### src/rtl/cwq_pkg.sv
// Shared types and constants for the two-class weighted queue.
// Used by the front, back and top-level modules.
`default_nettype none

package cwq_pkg;

    localparam int DATA_W  = 32;
    localparam int CAP_W   = 5;
    localparam int BURST_W = 4;

    localparam logic [CAP_W-1:0]   CAP_RESET   = 5'd16;
    localparam logic [BURST_W-1:0] BURST_RESET = 4'd3;

    typedef enum logic [1:0] {
        ST_OK    = 2'd0,
        ST_FULL  = 2'd1,
        ST_EMPTY = 2'd2
    } status_t;

    typedef enum logic {
        OP_ENQ = 1'b0,
        OP_DEQ = 1'b1
    } op_t;

    typedef enum logic {
        CFG_TOTAL_CAPACITY = 1'b0,
        CFG_BURST_LIMIT    = 1'b1
    } cfg_idx_t;

    // Command handed from the front to the back
    typedef struct packed {
        status_t status;
        logic    wr;
        logic    rd;
        logic    sel_high;
    } ctl_t;

    localparam int CTL_W = $bits(ctl_t);

endpackage

`default_nettype wire

### src/rtl/cwq_front.sv
// Front end: accepts words, holds the FIFO pointers, counts, burst state and config,
// and turns each word into a memory command. Depends on cwq_pkg.
`default_nettype none

module cwq_front
    import cwq_pkg::*;
#(
    parameter int DEPTH = 16
)
(
    input  wire logic                         clk,
    input  wire logic                         rst_n,
    input  wire logic                         cfg_valid,
    input  wire logic [0:0]                   cfg_index,
    input  wire logic [CAP_W-1:0]             cfg_data,
    input  wire logic                         in_valid,
    output logic                              in_ready,
    input  wire logic                         in_op,
    input  wire logic [DATA_W-1:0]            in_data,
    input  wire logic                         in_high,
    input  wire logic                         push_ready,
    output logic                              push_valid,
    output ctl_t                              push_ctl,
    output logic [(DEPTH > 1 ? $clog2(DEPTH) : 1)-1:0] push_addr,
    output logic [DATA_W-1:0]                 push_data
);

    localparam int PTR_W = (DEPTH > 1) ? $clog2(DEPTH) : 1;
    localparam int CNT_W = $clog2(DEPTH + 1);
    localparam int CMP_W = (CNT_W > CAP_W) ? CNT_W : CAP_W;

    logic [CAP_W-1:0]   cap_reg;
    logic [BURST_W-1:0] burst_lim_reg;

    logic [PTR_W-1:0]   high_head_reg, high_head_next;
    logic [PTR_W-1:0]   high_tail_reg, high_tail_next;
    logic [CNT_W-1:0]   high_cnt_reg, high_cnt_next;
    logic [PTR_W-1:0]   norm_head_reg, norm_head_next;
    logic [PTR_W-1:0]   norm_tail_reg, norm_tail_next;
    logic [CNT_W-1:0]   norm_cnt_reg, norm_cnt_next;
    logic [BURST_W-1:0] burst_reg, burst_next;

    logic               accept;
    logic [CMP_W-1:0]   cap_ext;
    logic [CMP_W-1:0]   cap_eff;
    logic [CMP_W-1:0]   used;
    logic               full;

    function automatic logic [PTR_W-1:0] ring_next(input logic [PTR_W-1:0] p);
        logic [PTR_W-1:0] r;
        if (p == PTR_W'(DEPTH - 1))
            r = '0;
        else
            r = p + PTR_W'(1);
        return r;
    endfunction

    assign in_ready   = push_ready;
    assign accept     = in_valid && push_ready;
    assign push_valid = accept;
    assign push_data  = in_data;

    // capacity above the FIFO depth acts as the depth
    assign cap_ext = CMP_W'(cap_reg);
    assign cap_eff = (cap_ext > CMP_W'(DEPTH)) ? CMP_W'(DEPTH) : cap_ext;
    assign used    = CMP_W'(high_cnt_reg) + CMP_W'(norm_cnt_reg);
    assign full    = (used >= cap_eff);

    always_comb
    begin
        high_head_next = high_head_reg;
        high_tail_next = high_tail_reg;
        high_cnt_next  = high_cnt_reg;
        norm_head_next = norm_head_reg;
        norm_tail_next = norm_tail_reg;
        norm_cnt_next  = norm_cnt_reg;
        burst_next     = burst_reg;
        push_ctl       = '{status: ST_OK, wr: 1'b0, rd: 1'b0, sel_high: 1'b0};
        push_addr      = '0;

        if (in_op == OP_ENQ)
        begin
            if (full)
            begin
                push_ctl.status = ST_FULL;
            end
            else if (in_high)
            begin
                push_ctl.wr       = 1'b1;
                push_ctl.sel_high = 1'b1;
                push_addr         = high_tail_reg;
                high_tail_next    = ring_next(high_tail_reg);
                high_cnt_next     = high_cnt_reg + CNT_W'(1);
            end
            else
            begin
                push_ctl.wr    = 1'b1;
                push_addr      = norm_tail_reg;
                norm_tail_next = ring_next(norm_tail_reg);
                norm_cnt_next  = norm_cnt_reg + CNT_W'(1);
            end
        end
        else
        begin
            if ((high_cnt_reg != '0) && (burst_reg < burst_lim_reg))
            begin
                push_ctl.rd       = 1'b1;
                push_ctl.sel_high = 1'b1;
                push_addr         = high_head_reg;
                high_head_next    = ring_next(high_head_reg);
                high_cnt_next     = high_cnt_reg - CNT_W'(1);
                burst_next        = burst_reg + BURST_W'(1);
            end
            else if (norm_cnt_reg != '0)
            begin
                push_ctl.rd    = 1'b1;
                push_addr      = norm_head_reg;
                norm_head_next = ring_next(norm_head_reg);
                norm_cnt_next  = norm_cnt_reg - CNT_W'(1);
                burst_next     = '0;
            end
            else if (high_cnt_reg != '0)
            begin
                // burst spent but no normal word waiting: serve high, hold the burst count
                push_ctl.rd       = 1'b1;
                push_ctl.sel_high = 1'b1;
                push_addr         = high_head_reg;
                high_head_next    = ring_next(high_head_reg);
                high_cnt_next     = high_cnt_reg - CNT_W'(1);
            end
            else
            begin
                push_ctl.status = ST_EMPTY;
            end
        end
    end

    always_ff @(posedge clk or negedge rst_n)
    begin
        if (!rst_n)
        begin
            high_head_reg <= '0;
            high_tail_reg <= '0;
            high_cnt_reg  <= '0;
            norm_head_reg <= '0;
            norm_tail_reg <= '0;
            norm_cnt_reg  <= '0;
            burst_reg     <= '0;
        end
        else if (accept)
        begin
            high_head_reg <= high_head_next;
            high_tail_reg <= high_tail_next;
            high_cnt_reg  <= high_cnt_next;
            norm_head_reg <= norm_head_next;
            norm_tail_reg <= norm_tail_next;
            norm_cnt_reg  <= norm_cnt_next;
            burst_reg     <= burst_next;
        end
    end

    always_ff @(posedge clk or negedge rst_n)
    begin
        if (!rst_n)
        begin
            cap_reg       <= CAP_RESET;
            burst_lim_reg <= BURST_RESET;
        end
        else if (cfg_valid)
        begin
            case (cfg_idx_t'(cfg_index))
                CFG_TOTAL_CAPACITY: cap_reg       <= cfg_data;
                CFG_BURST_LIMIT:    burst_lim_reg <= cfg_data[BURST_W-1:0];
                default:            ;
            endcase
        end
    end

endmodule

`default_nettype wire

### src/rtl/cwq_cmdq.sv
// Two-entry command queue between the front and the back.
// Generic width; no package dependency.
`default_nettype none

module cwq_cmdq
#(
    parameter int W = 8
)
(
    input  wire logic         clk,
    input  wire logic         rst_n,
    input  wire logic         push_valid,
    output logic              push_ready,
    input  wire logic [W-1:0] push_data,
    output logic              pop_valid,
    input  wire logic         pop_ready,
    output logic [W-1:0]      pop_data
);

    logic [W-1:0] ent_reg [2];
    logic         wr_ptr_reg;
    logic         rd_ptr_reg;
    logic [1:0]   cnt_reg;
    logic         push;
    logic         pop;

    assign push_ready = (cnt_reg != 2'd2);
    assign pop_valid  = (cnt_reg != 2'd0);
    assign pop_data   = ent_reg[rd_ptr_reg];
    assign push       = push_valid && push_ready;
    assign pop        = pop_valid && pop_ready;

    always_ff @(posedge clk or negedge rst_n)
    begin
        if (!rst_n)
        begin
            wr_ptr_reg <= 1'b0;
            rd_ptr_reg <= 1'b0;
            cnt_reg    <= 2'd0;
        end
        else
        begin
            if (push)
                wr_ptr_reg <= ~wr_ptr_reg;
            if (pop)
                rd_ptr_reg <= ~rd_ptr_reg;
            if (push && !pop)
                cnt_reg <= cnt_reg + 2'd1;
            else if (pop && !push)
                cnt_reg <= cnt_reg - 2'd1;
        end
    end

    always_ff @(posedge clk)
    begin
        if (push)
            ent_reg[wr_ptr_reg] <= push_data;
    end

endmodule

`default_nettype wire

### src/rtl/cwq_back.sv
// Back end: the two FIFO memories and the output register.
// Executes one command per cycle in order while the output is not stalled. Depends on cwq_pkg.
`default_nettype none

module cwq_back
    import cwq_pkg::*;
#(
    parameter int DEPTH = 16
)
(
    input  wire logic                       clk,
    input  wire logic                       rst_n,
    input  wire logic                       cmd_valid,
    output logic                            cmd_ready,
    input  wire ctl_t                       cmd_ctl,
    input  wire logic [(DEPTH > 1 ? $clog2(DEPTH) : 1)-1:0] cmd_addr,
    input  wire logic [DATA_W-1:0]          cmd_data,
    output logic                            out_valid,
    input  wire logic                       out_ready,
    output status_t                         out_status,
    output logic [DATA_W-1:0]               out_data,
    output logic                            out_high
);

    logic [DATA_W-1:0] high_mem [DEPTH];
    logic [DATA_W-1:0] norm_mem [DEPTH];

    logic              valid_reg;
    status_t           status_reg;
    logic [DATA_W-1:0] data_reg;
    logic              high_reg;
    logic              pop;

    assign cmd_ready  = !valid_reg || out_ready;
    assign pop        = cmd_valid && cmd_ready;
    assign out_valid  = valid_reg;
    assign out_status = status_reg;
    assign out_data   = data_reg;
    assign out_high   = high_reg;

    always_ff @(posedge clk or negedge rst_n)
    begin
        if (!rst_n)
            valid_reg <= 1'b0;
        else if (cmd_ready)
            valid_reg <= cmd_valid;
    end

    // memory write and registered read straight into the output word
    always_ff @(posedge clk)
    begin
        if (pop)
        begin
            if (cmd_ctl.wr && cmd_ctl.sel_high)
                high_mem[cmd_addr] <= cmd_data;
            if (cmd_ctl.wr && !cmd_ctl.sel_high)
                norm_mem[cmd_addr] <= cmd_data;

            if (cmd_ctl.rd)
                data_reg <= cmd_ctl.sel_high ? high_mem[cmd_addr] : norm_mem[cmd_addr];
            else
                data_reg <= '0;

            status_reg <= cmd_ctl.status;
            high_reg   <= cmd_ctl.rd && cmd_ctl.sel_high;
        end
    end

endmodule

`default_nettype wire

### src/rtl/two_class_weighted_queue_top.sv
// Two-class weighted queue: high and normal FIFOs sharing one capacity.
// Throughput: one word per cycle while the output is not stalled; each word makes exactly one result word.
// m_tvalid rises once an accepted word has passed the command queue and then the memory read.
// Input and output sides are decoupled by a two-entry command queue and an output register.
// Reset: counts, pointers and burst count cleared, capacity 16, burst limit 3;
// the FIFO memories are not cleared and need no clearing pass.
`default_nettype none

module two_class_weighted_queue_top
    import cwq_pkg::*;
#(
    parameter int DEPTH = 16
)
(
    input  wire logic               clk,
    input  wire logic               rst_n,
    input  wire logic               s_tvalid,
    output logic                    s_tready,
    input  wire logic [DATA_W-1:0]  s_tdata,   // data_in
    input  wire logic [1:0]         s_tuser,   // op, high_class
    output logic                    m_tvalid,
    input  wire logic               m_tready,
    output logic [DATA_W-1:0]       m_tdata,   // data_out
    output logic [2:0]              m_tuser,   // status[1:0], served_high
    input  wire logic               cfg_valid,
    output logic                    cfg_ready,
    input  wire logic [0:0]         cfg_index,
    input  wire logic [CAP_W-1:0]   cfg_data
);

    localparam int PTR_W = (DEPTH > 1) ? $clog2(DEPTH) : 1;
    localparam int Q_W   = DATA_W + PTR_W + CTL_W;

    logic              push_valid;
    logic              push_ready;
    ctl_t              push_ctl;
    logic [PTR_W-1:0]  push_addr;
    logic [DATA_W-1:0] push_data;

    logic              q_pop_valid;
    logic              q_pop_ready;
    logic [Q_W-1:0]    q_pop_data;
    logic              q_pop;

    ctl_t              cmd_ctl;
    logic [PTR_W-1:0]  cmd_addr;
    logic [DATA_W-1:0] cmd_data;

    status_t           out_status;
    logic              out_high;

    assign cfg_ready = 1'b1;

    cwq_front #(
        .DEPTH (DEPTH)
    ) u_front (
        .clk        (clk),
        .rst_n      (rst_n),
        .cfg_valid  (cfg_valid),
        .cfg_index  (cfg_index),
        .cfg_data   (cfg_data),
        .in_valid   (s_tvalid),
        .in_ready   (s_tready),
        .in_op      (s_tuser[0]),
        .in_data    (s_tdata),
        .in_high    (s_tuser[1]),
        .push_ready (push_ready),
        .push_valid (push_valid),
        .push_ctl   (push_ctl),
        .push_addr  (push_addr),
        .push_data  (push_data)
    );

    cwq_cmdq #(
        .W (Q_W)
    ) u_cmdq (
        .clk        (clk),
        .rst_n      (rst_n),
        .push_valid (push_valid),
        .push_ready (push_ready),
        .push_data  ({push_data, push_addr, push_ctl}),
        .pop_valid  (q_pop_valid),
        .pop_ready  (q_pop_ready),
        .pop_data   (q_pop_data)
    );

    assign cmd_ctl  = ctl_t'(q_pop_data[CTL_W-1:0]);
    assign cmd_addr = q_pop_data[CTL_W +: PTR_W];
    assign cmd_data = q_pop_data[CTL_W + PTR_W +: DATA_W];
    assign q_pop    = q_pop_valid && q_pop_ready;

    cwq_back #(
        .DEPTH (DEPTH)
    ) u_back (
        .clk        (clk),
        .rst_n      (rst_n),
        .cmd_valid  (q_pop_valid),
        .cmd_ready  (q_pop_ready),
        .cmd_ctl    (cmd_ctl),
        .cmd_addr   (cmd_addr),
        .cmd_data   (cmd_data),
        .out_valid  (m_tvalid),
        .out_ready  (m_tready),
        .out_status (out_status),
        .out_data   (m_tdata),
        .out_high   (out_high)
    );

    assign m_tuser = {out_high, out_status};

    // a dequeue never turns into a memory write
    a_deq_no_write: assert property (@(posedge clk) disable iff (!rst_n)
        (push_valid && push_ready && (s_tuser[0] == OP_DEQ)) |-> !push_ctl.wr)
        else $error("dequeue produced a write command");

    // full or empty results carry a zero word and no high flag
    a_err_zero: assert property (@(posedge clk) disable iff (!rst_n)
        (m_tvalid && (out_status != ST_OK)) |-> ((m_tdata == '0) && !out_high))
        else $error("non-ok result with data");

    // a new result only appears after a command left the queue
    a_out_from_pop: assert property (@(posedge clk) disable iff (!rst_n)
        $rose(m_tvalid) |-> $past(q_pop))
        else $error("result without command");

endmodule

`default_nettype wire

### config.mk
export PLATFORM = sky130hd
export DESIGN_NAME = two_class_weighted_queue_top
export DESIGN_NICKNAME = d
export VERILOG_FILES = /design/src/rtl/cwq_pkg.sv /design/src/rtl/cwq_front.sv /design/src/rtl/cwq_cmdq.sv /design/src/rtl/cwq_back.sv /design/src/rtl/two_class_weighted_queue_top.sv
export SDC_FILE = /design/constraint.sdc
export NUM_CORES = 1
export LEC_CHECK = 0
export BUFFER_PORTS_ARGS = -buffer_cell sky130_fd_sc_hd__buf_2
export CORE_UTILIZATION = 55
export DETAILED_ROUTE_END_ITERATION = 10
export GPL_ROUTABILITY_DRIVEN = 0
export PLACE_DENSITY = 0.75
export SYNTH_ARGS = -nofsm -noshare
export SYNTH_HDL_FRONTEND = slang
export SYNTH_SLANG_ARGS = --single-unit
export TNS_END_PERCENT = 30
### constraint.sdc
create_clock -name clk -period 3.68 [get_ports clk]
set_input_delay 0.184 -clock clk [delete_from_list [all_inputs] [get_ports clk]]
set_output_delay 0.184 -clock clk [all_outputs]
set_load 0.005 [all_outputs]
Word-level counts from Yosys, hierarchy flattened
Memory sizes are Yosys's and may differ from the RTL's.
Index checks and enable logic that the tools add are counted.

word-level totals
  memories = 3
  bits in latches = 0
  bits in registers = 79
  memory bits (read-only) = 0
  RAM bits = 1106
  input port bits = 45
  output and inout port bits = 38
  word-level logic and storage cells = 136

memory list
  memory           words  bits a word  read ports  clocked after memory_dff  wr ports  line            source
  u_back.high_mem  16     32           1           0                         1         cwq_back.sv:25  logic [DATA_W-1:0] high_mem [DEPTH];
  u_back.norm_mem  16     32           1           0                         1         cwq_back.sv:26  logic [DATA_W-1:0] norm_mem [DEPTH];
  u_cmdq.ent_reg   2      41           1           0                         1         cwq_cmdq.sv:20  logic [W-1:0] ent_reg [2];

operators by class
  $mul = 0
  multiplexer cells = 53
  add/sub/neg operators = 12
  shift-type cells = 0
  reduce and logical (&&, ||, !) cells = 30
  magnitude comparators = 3
  equality and inequality tests = 12
  div/mod/pow operators = 0
  bitwise gates (word level) = 7

operators by type and width
  cell                 number
  $mux 4               15
  $mux 5               12
  $mux 32              1
  $add 4x1->4 const B  5
  $mux 1               17
  $eq 4x4->1 const B   4
  $mux 2               8
  $reduce_and 4->1     4
  $add 5x1->5 const B  2
  $reduce_and 5->1     2
  $reduce_bool 2->1    5
  $reduce_bool 5->1    2
  $sub 5x1->5 const B  2
  $logic_and 1x1->1    9
  $ne 2x2->1 const B   4
  $not 1->1            7
  $add 5x5->5          1
  $ge 5x5->1           1
  $gt 5x5->1 const B   1
  $logic_not 1->1      4
  $lt 4x4->1           1
  $ne 2x1->1 const B   2
  $reduce_and 2->1     2
  $ne 3x1->1 const B   1
  other kinds (5)      5

Depth between registers and ports, before layout
Gate-level depths: netlist of run 1.

  depth after elaboration = 7
  gate-level depth with buffers = 14
  depth with buffers taken out = 13

Cells and area by module
A second synthesis of run 1 with hierarchy kept.

unflattened totals
  cells, all modules = 2196
  area total of the unflattened synthesis = 46714.8 um2

modules (own cells, without submodules)
  module                        sequential area each (um2)  times used  cells each  area each (um2)
  cwq_back                      31825.5                     1           1763        40501.3
  cwq_cmdq                      2562.5                      1           146         3355.7
  cwq_front                     979.7                       1           284         2839.0
  two_class_weighted_queue_top  0.0                         1           3           18.8

Worst setup path before layout of run 1
No wires, ideal clock.

  path kind = flip-flop to flip-flop
  from = register u_cmdq.rd_ptr_reg
  to = memory u_back.high_mem[5][0] (enable)
  library setup time = 0.421 ns
  required time = 3.259 ns
  path slack = 0.454 ns
  stages on the path, launching flop included = 8
  buffers on the path = 4
  arrival = 2.805 ns
  clock period less this slack = 3.226 ns
  cell sequence = dfrtp_1 buf_4 mux2_4 buf_6 buf_6 buf_2 nand3_1 nor2_1

between the ends
  longest elaborated chain between the ends = 5

ends and longest elaborated chain
  element                       line            source
  from (decl)                   cwq_cmdq.sv:22  logic rd_ptr_reg;
  from (signal assigned)        cwq_cmdq.sv:46  rd_ptr_reg <= ~rd_ptr_reg;
  $mem_v2 2x41 (*)              n/a
  $logic_and 1x1->1             cwq_back.sv:54  if (cmd_ctl.wr && cmd_ctl.sel_high)
  $mux 1                        cwq_back.sv:54
  $mux 1                        cwq_back.sv:52  if (pop)
  $mux 1 (not written as such)  cwq_back.sv:55  high_mem[cmd_addr] <= cmd_data;
  to (decl)                     cwq_back.sv:25

Mark *: on every way between the ends. The rest lies on a longest branch, timed or not.

Worst setup path in the final report of run 1
  from = register u_front.norm_cnt_reg[0]
  to = register u_front.high_cnt_reg[3]

between the ends
  longest elaborated chain between the ends = 4
  elaborated cells between the ends (all ways) = 6
  those cells by class = 1 x add/sub; 1 x order compare; 2 x eq/ne; 2 x reduce/logical

ends and longest elaborated chain
  element                         line              source
  from (decl)                     cwq_front.sv:40   logic [CNT_W-1:0] norm_cnt_reg, norm_cnt_next;
  from (signal assigned)          cwq_front.sv:157  norm_cnt_reg <= norm_cnt_next;
  $add 5x5->5                     cwq_front.sv:66   assign used = CMP_W'(high_cnt_reg) + CMP_W'(norm_cnt_reg);
  $ge 5x5->1                      cwq_front.sv:67   assign full = (used >= cap_eff);
  $ne 2x2->1 (no line)            n/a
  $reduce_and 5->1 (no line) (*)  n/a
  to (signal assigned)            cwq_front.sv:154  high_cnt_reg <= high_cnt_next;
  to (decl)                       cwq_front.sv:37   logic [CNT_W-1:0] high_cnt_reg, high_cnt_next;

Marked as above.
A chain may end at the register's enable or synchronous reset.

==> results of run 1 <==
==> Yosys cell counts (all sizes together) <==
master | instances | share of area, %
a2111oi | 1 | 0.060
o21ai | 15 | 0.16
mux2i | 521 | 11
a311oi | 2 | 0.038
inv | 18 | 0.15
ha | 24 | 0.66
or4 | 2 | 0.033
o31ai | 1 | 0.016
clkbuf | 22 | 0.18
o22ai | 288 | 3.9
or2 | 5 | 0.074
nand2 | 20 | 0.20
a211oi | 1 | 0.016
xnor2 | 17 | 0.33
a32o | 1 | 0.022
or2b | 1 | 0.019
and3 | 3 | 0.044
a22oi | 4 | 0.087
fa | 3 | 0.13
a31oi | 2 | 0.027
nor3 | 8 | 0.11
nand2b | 8 | 0.11
and2b | 1 | 0.019
or3 | 1 | 0.014
edfxtp | 1141 | 75
nand3 | 13 | 0.14
dfstp | 3 | 0.17
nor2 | 48 | 0.40
o21a | 1 | 0.016
a21o | 11 | 0.19
and2 | 2 | 0.027
xor2 | 6 | 0.11
o21bai | 1 | 0.016
nor2b | 7 | 0.096
conb | 1 | 0.0082
mux2 | 53 | 1.3
a22o | 1 | 0.019
a32oi | 8 | 0.19
and3b | 1 | 0.019
o211a | 1 | 0.022
nand4 | 1 | 0.014
buf | 110 | 1.3
a21oi | 14 | 0.15
nor4 | 64 | 0.87
dfrtp | 41 | 2.2
==> routing by layer <==
| metal | global-route usage [%] | part of all wire, % | routed length (um) |
|---|---|---|---|
| met3 | 4.71 | 10 | 11800 |
| met5 | 0 | 0 | 0 |
| met4 | 9.61 | 3.3 | 3740 |
| met1 | 37.2 | 39 | 44000 |
| met2 | 42.8 | 48 | 54200 |
==> report_power, final <==
group | leakage [nW] | switching, W | internal [W]
clock | 1.91 | 0.00506 | 0.00701
combinational | 5.75 | 0.00879 | 0.00516
sequential | 10.8 | 0.000550 | 0.0176
==> kinds of logic (layout without fill, tap and decap cells) <==
group	Yosys count	count (layout)	share of synthesized area [%]
flip-flops	1185	1185	77.2
multiplexers	574	574	12.7
AO/OA/AOI/OAI	352	352	4.97
AND/OR/NAND/NOR	185	185	2.19
buffers and inverters	150	484	1.68
adder cells (fa/ha/maj)	27	27	0.787
XOR/XNOR	23	23	0.440
other	1	1	0.00819
==> timing repair <==
action                                  CTS  global route
hold endpoints to repair                122             0
gates resized for setup                   0             1
hold buffers                             48             0
endpoints found under the setup margin    0             1
==> layout make-up <==
| class | count | area share, % |
|---|---|---|
| inverter | 18 | 0.128 |
| clock inverter | 83 | 1.95 |
| timing repair buffer | 257 | 4.27 |
| multi-input combinational | 1162 | 18.9 |
| sequential | 1185 | 66.8 |
| tap | 1070 | 2.53 |
| clock buffer | 126 | 5.43 |
==> critical path, cell delays in order (launching register included) <==
cell and delay (ns):
dfrtp_1 0.41, ha_1 0.24, fa_1 0.40, a21o_1 0.18
a21oi_1 0.20, xnor2_1 0.16, ha_1 0.28, a211oi_1 0.31
nor2_2 0.12, inv_1 0.13, and3_1 0.36, or2_4 0.22
mux2_1 0.32
==> worst paths after layout <==
| kind | depth (start not counted) | from | slack (ns) | to |
|---|---|---|---|---|
| max | 12 | u_front.norm_cnt_reg[0]$_DFFE_PN0P_ | 0.25 | u_front.high_cnt_reg[3]$_DFFE_PN0P_ |
| min | 3 | cfg_valid | 0.05 | u_front.cap_ext[2]$_DFFE_PN0P_ |
| max reg2reg | 12 | u_front.norm_cnt_reg[0]$_DFFE_PN0P_ | 0.25 | u_front.high_cnt_reg[3]$_DFFE_PN0P_ |
| min reg2reg | 1 | u_front.burst_lim_reg[2]$_DFFE_PN0P_ | 0.51 | u_front.burst_lim_reg[2]$_DFFE_PN0P_ |
| max in group asynchronous | 2 | rst_n | 2.81 | u_cmdq.rd_ptr_reg$_DFFE_PN0P_ |
| min in group asynchronous | 2 | rst_n | 0.20 | u_front.burst_reg[1]$_DFFE_PN0P_ |
==> metrics by stage <==
stage	instance area [um^2]	setup WS (ns)
2_1_floorplan	45800	0.454
3_3_place_gp	48500	0.251
3_5_place_dp	48500	0.172
4_1_cts	52900	0.162
5_1_grt	52900	0.00870
6_report	52900	0.253
==> cell usage in the layout (no fill, tap or decap), drive strengths merged, types with 25 or more instances in the layout <==
cell,netlist,final
dfrtp,41,41
dlygate4sd3,0,48
inv,18,25
clkbuf,22,126
clkinv,0,55
edfxtp,1141,1141
mux2i,521,521
mux2,53,53
nor4,64,64
nor2,48,48
buf,110,209
o22ai,288,288
==> impl_metrics.tcl, run 1 <==
set metrics [dict create \
    status "finished, final reports clean" \
    rsz0062_at_grt "no" \
    critPathMaxFanout 9 \
    drcViolationCount 0 \
    final_util_pct 64.4 \
    worst_pin_slew_ns 1.30 \
    port_buffers 81 \
    p_leak_nw 18.5 \
    maxCapViolCount 0 \
    gr-total-overflow 0 \
    powerDensity_mw_per_mm2 834 \
    max_slew_margin_pct 13.0 \
    grt_antenna_before_repair 4 \
    grt_use_total_pct 26.8 \
    clock_path_buffers 3 \
    finalSetupTns_ns 0 \
    timing.final.crit_share_pct 93.1 \
    wl_per_cell_um 29.2 \
    yosysWarnings 0 \
    ys_ff_latch 1185 \
    ant_nets 0 \
    post_cts_buffers 0 \
    critPathCaptureType "flip-flop" \
    placedCellCount 3644 \
    finClkSkew_ns 0.0546 \
    num_vias 25200 \
    cts_tree "yes" \
    totalPowerFinal_w 0.0441 \
    synth_nets 2569 \
    drtIter0Drc 3316 \
    grt_pass1_vias 25500 \
    grt_pass1_wl_um 165000 \
    multi_input_area_mm2 0.00999 \
    layout_min_cycle_time_ns 3.43 \
    start_kind "flip-flop" \
    min_path_type "input port to flip-flop" \
    finalHoldViolations 0 \
    grt_max_degree 54 \
    io_pins 83 \
    via_per_inst 6.45 \
    die_h_um 291 \
    fillCellCount 5346 \
    nNetsFinal 2808 \
    register_area_mm2 0.0354 \
    drv_slew 0 \
    setup_viol 0 \
    numCtsBuffers 112 \
    worst_hold_slack_ns 0.0503 \
    antenna_cells 0 \
    critPathKind "flip-flop to flip-flop" \
    core_mm2 0.0822 \
    fin_cells 3901 \
    dr.pass1.iters 6 \
    arrival_ns 4.00 \
    wl_um 114000 \
    netlist_instances 2497 \
    cts_root_buf "clkbuf_16" \
    drive_above_1_share_pct 17.7 \
    synth_cell_type_count 59 \
    synth.avg_cell_area_um2 18.3 \
    vdd_ir_drop_max_v 0.000527 \
    synthesis.area_mm2 0.0458 \
    die_area_mm2 0.0844 \
    fmax_ghz 0.292 \
    yosysSeqAreaShare_pct 77.2 \
    die_w_um 291 \
    crit_required_ns 4.26 \
    clkTransAtPathRegs_ns 0.06 \
    layout-area-overhead-vs-synth_pct 15.6 \
    hpwl_um 64100 \
    clk_latency_ns 0.72 \
    initial_utilization_pct 55.7 \
    htree_levels 3 \
    rows 105 \
    clkSinkCount 1185 \
]
(Power assumes the default switching activity.)
==> run 2, diff against run 1 <==
--- a/config.mk
+++ b/config.mk
@@ -10,6 +10,7 @@
 export DETAILED_ROUTE_END_ITERATION = 10
 export GPL_ROUTABILITY_DRIVEN = 0
 export PLACE_DENSITY = 0.75
+export RECOVER_POWER = 25
 export SYNTH_ARGS = -nofsm -noshare
 export SYNTH_HDL_FRONTEND = slang
 export SYNTH_SLANG_ARGS = --single-unit
==> impl_metrics.tcl, run 2 (synthesized netlist as in run 1, its figures left out) <==
set metrics [dict create \
    status "complete, but fails checks" \
    violations "capacitance limit, slew limit" \
    clock_path_buffers 3 \
    via_per_inst 6.46 \
    numCtsBuffers 112 \
    wl_um 114000 \
    clkSinkCount 1185 \
    start_kind "flip-flop" \
    finClkSkew_ns 0.0537 \
    powerDensity_mw_per_mm2 834 \
    hold_path_depth 3 \
    critPathMaxFanout 9 \
    p_leak_nw 18.3 \
    timing.final.crit_share_pct 93.1 \
    maxCapViolCount 1 \
    critPathKind "flip-flop to flip-flop" \
    clkTransAtPathRegs_ns 0.06 \
    grt_pass1_wl_um 165000 \
    wl_per_cell_um 29.1 \
    crit_required_ns 4.26 \
    nNetsFinal 2808 \
    r2r_slack_ns 0.25 \
    cp_common_cell "ha_1" \
    post_cts_buffers 0 \
    worst_pin_slew_ns 2.40 \
    grt_pass1_vias 25500 \
    initial_utilization_pct 55.7 \
    fmax_ghz 0.292 \
    r2r_cells 12 \
    max_stage_delay_ns 0.41 \
    layout-area-overhead-vs-synth_pct 15.4 \
    htree_levels 3 \
    setup_viol 0 \
    dr.pass1.iters 6 \
    totalPowerFinal_w 0.0441 \
    die_area_mm2 0.0844 \
    cp_num_buf_inv 1 \
    ant_nets 0 \
    clk_latency_ns 0.72 \
    vdd_ir_drop_max_v 0.000526 \
    drive_above_1_share_pct 15.0 \
    gr-total-overflow 0 \
    placed_area_mm2 0.0485 \
    critPathTopFamily "adder cells" \
    layout_min_cycle_time_ns 3.43 \
    r2r-end "u_front.high_cnt_reg[3]$_DFFE_PN0P_" \
    grt_antenna_before_repair 2 \
    hp-start "cfg_valid" \
    core_mm2 0.0822 \
    min_path_type "input port to flip-flop" \
    finalHoldViolations 0 \
    rsz0062_at_grt "no" \
    die_w_um 291 \
    io_pins 83 \
    mostFrequentLayoutCell "edfxtp_1" \
    cts_tree "yes" \
    critPathCaptureType "flip-flop" \
    postLayoutCellArea_mm2 0.0529 \
    grt_use_total_pct 26.8 \
    cts_root_buf "clkbuf_16" \
    rows 105 \
    drtIter0Drc 3386 \
    finalSetupTns_ns 0 \
    die_h_um 291 \
    whs_endpoint "u_front.cap_ext[2]$_DFFE_PN0P_" \
    final_cell_mix "edfxtp_1 (1141), mux2i_1 (521), o22ai_1 (288)" \
    port_buffers 81 \
    drv_slew 45 \
    reg2reg_from "u_front.norm_cnt_reg[0]$_DFFE_PN0P_" \
    critPathSlowestCell "dfrtp_1" \
    arrival_ns 4.01 \
    num_vias 25200 \
    max_slew_margin_pct -59.7 \
    fin_cells 3902 \
    drcViolationCount 0 \
    crit_chain "ha_1, fa_1, a21o_1, a21oi_1, xnor2_1, ha_1, a211oi_1, nor2_2, inv_1, and3_1, or2_4, mux2_1" \
    placedCellCount 3644 \
    hpwl_um 64100 \
    grt_max_degree 54 \
]
==> run 2: cell types whose count changed in the layout (fill, tap and decap cells not counted), moves of 17 or more <==
cell / change
mux2_1: +17
mux2_2: -17
buf_2: -56
clkbuf_1: +56
==> run 2: cell type report <==
class | instances | area [um^2]
antenna | 1 | 2.50
tap | 1070 | 1340
timing repair buffer | 257 | 2190
sequential | 1185 | 35400
clock inverter | 83 | 1030
inverter | 18 | 67.6
multi-input combinational | 1162 | 9980
clock buffer | 126 | 2880
fill | 5364 | 29400
==> run 2: through the flow <==
| step | utilization [%] | setup slack [ns] | hold slack, ns |
|---|---|---|---|
| after CTS | 64.4 | 0.162 | 0.0123 |
| after floorplan | - | 0.454 | -0.112 |
| after detailed placement | 59.0 | 0.172 | 0.377 |
| after global placement | 59.0 | 0.251 | 0.371 |
| final | 64.3 | 0.252 | 0.0478 |
| after global routing | 64.3 | 0.00870 | 0.0629 |
==> run 2: per-layer routing <==
layer	track usage (%)	vias to the layer above	wire length (um)
met5	0	-	0
met4	9.61	0	3940
met3	4.71	222	12200
met2	42.8	1573	54300
met1	37.2	12800	43200
li1	-	10600	-
==> run 2: how the worst max path moves through the flow <==
stage | slack [ns] | endpoint | from | cells after the start
final | 0.25 | u_front.high_cnt_reg[3]$_DFFE_PN0P_ | u_front.norm_cnt_reg[0]$_DFFE_PN0P_ | 12
after global routing | 0.009 | u_front.high_cnt_reg[3]$_DFFE_PN0P_ | u_front.norm_cnt_reg[1]$_DFFE_PN0P_ | 12
after CTS | 0.16 | u_front.high_cnt_reg[3]$_DFFE_PN0P_ | u_front.norm_cnt_reg[0]$_DFFE_PN0P_ | 13
after detailed placement | 0.17 | u_front.high_cnt_reg[3]$_DFFE_PN0P_ | u_front.norm_cnt_reg[0]$_DFFE_PN0P_ | 13
after global placement | 0.25 | u_front.high_cnt_reg[3]$_DFFE_PN0P_ | u_front.norm_cnt_reg[1]$_DFFE_PN0P_ | 12
after floorplan | 0.45 | u_back.high_mem[5][0]$_DFFE_PP_ | u_cmdq.rd_ptr_reg$_DFFE_PN0P_ | 7
==> run 2: what timing repair did <==
| action | in CTS | in global routing |
|---|---|---|
| hold endpoints to repair | 122 | 0 |
| gates resized for setup | 0 | 1 |
| hold buffers | 48 | 0 |
| endpoints found under the setup margin | 0 | 1 |
==> run 2: worst register-to-register path, delay by kind of cell (launching register included) <==
| family | cells | cell delay (ns) |
|---|---|---|
| simple gates | 3 | 0.70 |
| buf+inv | 1 | 0.13 |
| xor+xnor | 1 | 0.16 |
| compound gates | 3 | 0.69 |
| mux | 1 | 0.32 |
| flops | 1 | 0.41 |
| fa+ha+maj | 3 | 0.92 |
==> run 2: power by group <==
group	switching [W]	total, W	internal [W]	leakage (nW)
registers	0.000556	0.0182	0.0176	10.8
logic	0.00877	0.0139	0.00508	5.59
clock network	0.00506	0.0121	0.00701	1.91
